[config.mk]
export PLATFORM = sky130hd
export DESIGN_NAME = ssst_cell
export DESIGN_NICKNAME = d
export VERILOG_FILES = /design/src/ssst_pkg.sv /design/src/ssst_cell.sv
export SDC_FILE = /design/constraint.sdc
export NUM_CORES = 1
export LEC_CHECK = 0
export ABC_AREA = 1
export BUFFER_PORTS_ARGS = -buffer_cell sky130_fd_sc_hd__buf_2
export CELL_PAD_IN_SITES_DETAIL_PLACEMENT = 0
export CELL_PAD_IN_SITES_GLOBAL_PLACEMENT = 1
export CORE_UTILIZATION = 30
export CTS_CLUSTER_SIZE = 12
export DETAILED_ROUTE_END_ITERATION = 16
export GPL_TIMING_DRIVEN = 0
export HOLD_SLACK_MARGIN = 0.1
export PLACE_DENSITY = 0.84
export SYNTH_ARGS = -nofsm -noshare
export SYNTH_HDL_FRONTEND = slang
export SYNTH_SLANG_ARGS = --single-unit
[constraint.sdc]
create_clock -name i_clk -period 0.9 [get_ports i_clk]
set_input_delay 0.09 -clock i_clk [delete_from_list [all_inputs] [get_ports i_clk]]
set_output_delay 0.09 -clock i_clk [all_outputs]
set_load 0.01 [all_outputs]
[src/ssst_pkg.sv]
// ssst_pkg: shared codes and constants for the sorted sprite slot table
// no dependencies
package ssst_pkg;

    localparam int PRIO_W = 8;

    localparam logic [1:0] MODE_ALLOC = 2'd0;
    localparam logic [1:0] MODE_SETP  = 2'd1;
    localparam logic [1:0] MODE_FREE  = 2'd2;
    localparam logic [1:0] MODE_READ  = 2'd3;

    localparam logic [1:0] ST_OK        = 2'd0;
    localparam logic [1:0] ST_NO_HANDLE = 2'd1;
    localparam logic [1:0] ST_BAD       = 2'd2;

    localparam logic [15:0] HIDDEN_WORD = 16'h0200;

    // top two priority bits placed at bits 11..10 of attribute word 2
    function automatic logic [15:0] prio_field(input logic [PRIO_W-1:0] p);
        prio_field = {4'b0000, p[7:6], 10'b0};
    endfunction

endpackage

[src/ssst_cell.sv]
// ssst_cell: one slot of the rotating table, holds owner handle and priority
// depends on ssst_pkg
module ssst_cell
    import ssst_pkg::*;
#(
    parameter int HW = 7
) (
    input  logic              i_clk,
    input  logic              i_rst_n,
    input  logic              i_shift,
    input  logic [HW-1:0]     i_handle,
    input  logic [PRIO_W-1:0] i_prio,
    output logic [HW-1:0]     o_handle,
    output logic [PRIO_W-1:0] o_prio
);

    logic [HW-1:0]     r_handle;
    logic [PRIO_W-1:0] r_prio;

    always_ff @(posedge i_clk) begin
        if (!i_rst_n) begin
            r_handle <= '0;
            r_prio   <= '0;
        end else if (i_shift) begin
            r_handle <= i_handle;
            r_prio   <= i_prio;
        end
    end

    assign o_handle = r_handle;
    assign o_prio   = r_prio;

endmodule

Word level (Yosys, flattened, before mapping). Cells that the tools add are included. Widths: inputs -> output; s select.

Flip-flop bits (word level): 15. Input port bits: 18. Output and inout bits: 15. Logic and storage cells: 2.

Depth between registers and ports, before layout.
Word-level depth: 0. Mapped depth: 4. Mapped depth without buffers: 4.

Worst setup path before layout. No wires, ideal clock.

Path type: flip-flop to flip-flop. From: reg o_handle[0] (netlist name). To: reg r_handle[0], in the netlist o_handle[0]. Data arrival time: 0.469 ns. Data required time: 0.786 ns. Path slack: 0.317 ns. Cell stages (with the launch flop): 3. Path buffers: 0. Period minus slack after synthesis: 0.583 ns. Cell sequence: dfxtp_1 nor2_1 nor2_2.

RTL lines: end signal: assignment (line ssst_cell.sv:25) `r_handle <= i_handle;`; end: declaration (line ssst_cell.sv:17) `logic [HW-1:0] r_handle;`.

==> impl_results.md <==
- Cell total after placement: 152
- Multi-input logic area: 250 um^2
- Largest fanout on the critical path: 10
- Pwr per Cell Area: 1480 nW/um^2
- CP Launch Point: i_rst_n
- Cell breakdown of the critical path: dlygate4sd3_1 > buf_2 > buf_6 > nand2_1 > nor2_2
- Worst-path clk slew: approximately 0.09 ns
- Worst R2R End: o_prio[4]
- Fin crit share: 96.6%
- Clock Sink Count: 15
- H-Tree Depth: 1
- Critical path's slowest cell: dlygate4sd3_1
- Reg2reg path depth: 2
- Vias/cell: 4.04
- Cell variety after synth: 7
- CTS tree: built
- Hold Worst Slack: 0.101 ns
- Global Route Usage Sum: 14.4%
- Clk buf depth: 2
- DR pass1 iterations: 4
- Clock Skews: 0 ns
- Final Setup Violations: 0
- Core footprint: 1980 um^2
- Dominant cells by area after synthesis: dfxtp_1 (47%), nand2_1 (18%), nor2_1 (12%), nor2_2 (9.9%), inv_1 (8.9%)
- Max_cap viols: 0
- Drc violations: 0
- HPWL after DPL: about 1000 um
- End point of the critical path: o_prio[4]
- Tightest Pin Transition: 0.192 ns
- Reg2Reg Setup Slack: 0.31 ns
- Cell Area, Synth: 633 um^2
- Initial drt markers: 11
- Initial antenna violation count: 0
- CP endpoint kind: flop
- CTS buffer count: 3
- Syn-to-layout area delta: 48.6%
- # port buffers: 31
- Seq/Total Area, Yosys: 47.4%
- Total Power: 0.00139 W
- HP Class: input pin to flop
- Startpoint Class: input pin
- Yosys top cell by area: dfxtp_1
- Sw frac: 27.0%
- Routed Antenna Nets: 0
- WS Path Type: input pin to flop
- Status: finished clean
- Slack of the critical path: 0.0306 ns
- Starting Density: 31.9%
- RR Startpoint: o_prio[4]
- Die area: 2300 um^2
- Worst slack, placed: 0.286 ns
- Sequential power share: 52.6%
- Fillcell total: 220
- Die Span Y: approximately 48 um
- Syn_nets: 112
- # diodes: 0
- GPL Wtd Cong: between 0.6 and 0.7
- First-pass GRT wire length: 2290 um
- Post-Layout Cell Count: approximately 170
- Total gr overflow: 0
- Synthesized instance count: 94
- Vias: 666
- Die Span X: about 48 um
- Combinational share of power: approximately a fifth
- Reg area: about 300 um^2
- Slew HR: 87.2%
- Core Rows: 16
- Final wirelength: 1490 um
- Num ports: 33
- Peak VDD IR: slightly below 0.0009 V
- Post-synth top area share: around 47%
- Hold violation count in the final report: 0
- Clock root buffer: clkbuf_4
- Worst path max stage delay: roughly 0.53 ns
- WL/cell: between 9 and 10 um
- Clock Power Share: 27.7%
- Worst skew pair latency: ~0.28 ns
- Layout cells sized above 1: 36.2%
- Syn avg cell area: between 6 and 7 um^2
- Critical Path AT: 1.06 ns
- Leakage power: 0.550 nW
- Fmax: 1150 MHz
- NumNets Final: 157
- Fin Setup TNS: 0 ns
- Worst EP required: 1.09 ns
- Final slew viol count: 0
- RSZ-0062 raised after global routing: false
- Psw: between 0.0003 and 0.0004 W
- Int Pwr: 0.00102 W
- Min Tclk post-route: 0.869 ns
- Largest net degree at the start of global routing: 11
- Number of synthesized register bits: 15
- Vias in the first global route: 578
- Ys Warns: 0
==> power by group through the flow <==
stage	Sequential (W)	Clock, W	Combinational, W
3_3_place_gp	0.000746	0	0.000240
2_1_floorplan	0.000770	0	0.000120
3_5_place_dp	0.000747	0	0.000248
4_1_cts	0.000732	0.000395	0.000278
6_report	0.000732	0.000386	0.000275
5_1_grt	0.000738	0.000433	0.000313
==> per-stage QoR <==
stage	area, um^2	util [%]
2_1_floorplan	633	-
3_3_place_gp	822	41.5
3_5_place_dp	822	41.5
4_1_cts	938	47.3
5_1_grt	941	47.5
6_report	941	47.5
==> sequential cells by signal (all words and copies together), names as in the netlist <==
name      cells
o_handle      7
o_prio        8
==> timing repair <==
item,in CTS,in global routing
gates resized for setup,0,2
endpoints found under the hold margin,10,0
setup endpoints to repair,0,2
hold buffers,9,0
setup buffers,0,0
==> logic make-up (layout without fill, tap and decap cells) <==
logic type             after synthesis  after routing  share of synthesized area (%)
buffers and inverters               19             63                           13.0
DFF                                 15             15                           47.4
and+or+nand+nor                     60             60                           39.5
==> cell usage in the layout (no fill, tap or decap) <==
cell and n:
buf_2 34, nand2_1 30, nor2_1 20, inv_1 15, dfxtp_1 13, nor2_2 10
dlygate4sd3_1 9, clkbuf_4 3, dfxtp_2 2, buf_6 1, clkbuf_1 1
==> worst max-delay path: cells and delay by family <==
family,cells,cell delay (ns)
buffers and inverters,3,0.84
AND/OR/NAND/NOR,2,0.12
==> metal layers <==
metal / track usage (%) / vias to the layer above / part of all wire, %
met3: 5.66 / 0 / 5.8
li1: - / 351 / -
met4: 3.33 / 0 / 0
met1: 16.0 / 285 / 45
met2: 25.7 / 30 / 49
met5: 0 / - / 0
==> cells in the mapped netlist (all sizes together) <==
library cell and instances:
nand2 30, nor2 30, dfxtp 15, inv 15
buf 4
==> worst min path at each step <==
stage	end	depth (start not counted)	start	slack, ns
floorplan	o_handle[4]	2	i_rst_n	0.21
global placement	o_prio[0]	5	i_prio[0]	0.38
detailed placement	o_prio[0]	3	i_rst_n	0.39
CTS	o_handle[1]	5	i_handle[1]	0.10
global route	o_handle[1]	5	i_handle[1]	0.13
finish	o_handle[1]	5	i_handle[1]	0.10
==> final cells by class <==
class / instances / area share [%]
plain buffers: 4 / 2.79
clock buffers: 4 / 2.79
repair buffers: 40 / 26.1
well taps: 27 / 3.59
flip-flops and latches: 15 / 32.2
inverters: 15 / 5.98
multi-input cells: 60 / 26.6
Power figures use the tool's default switching activity.
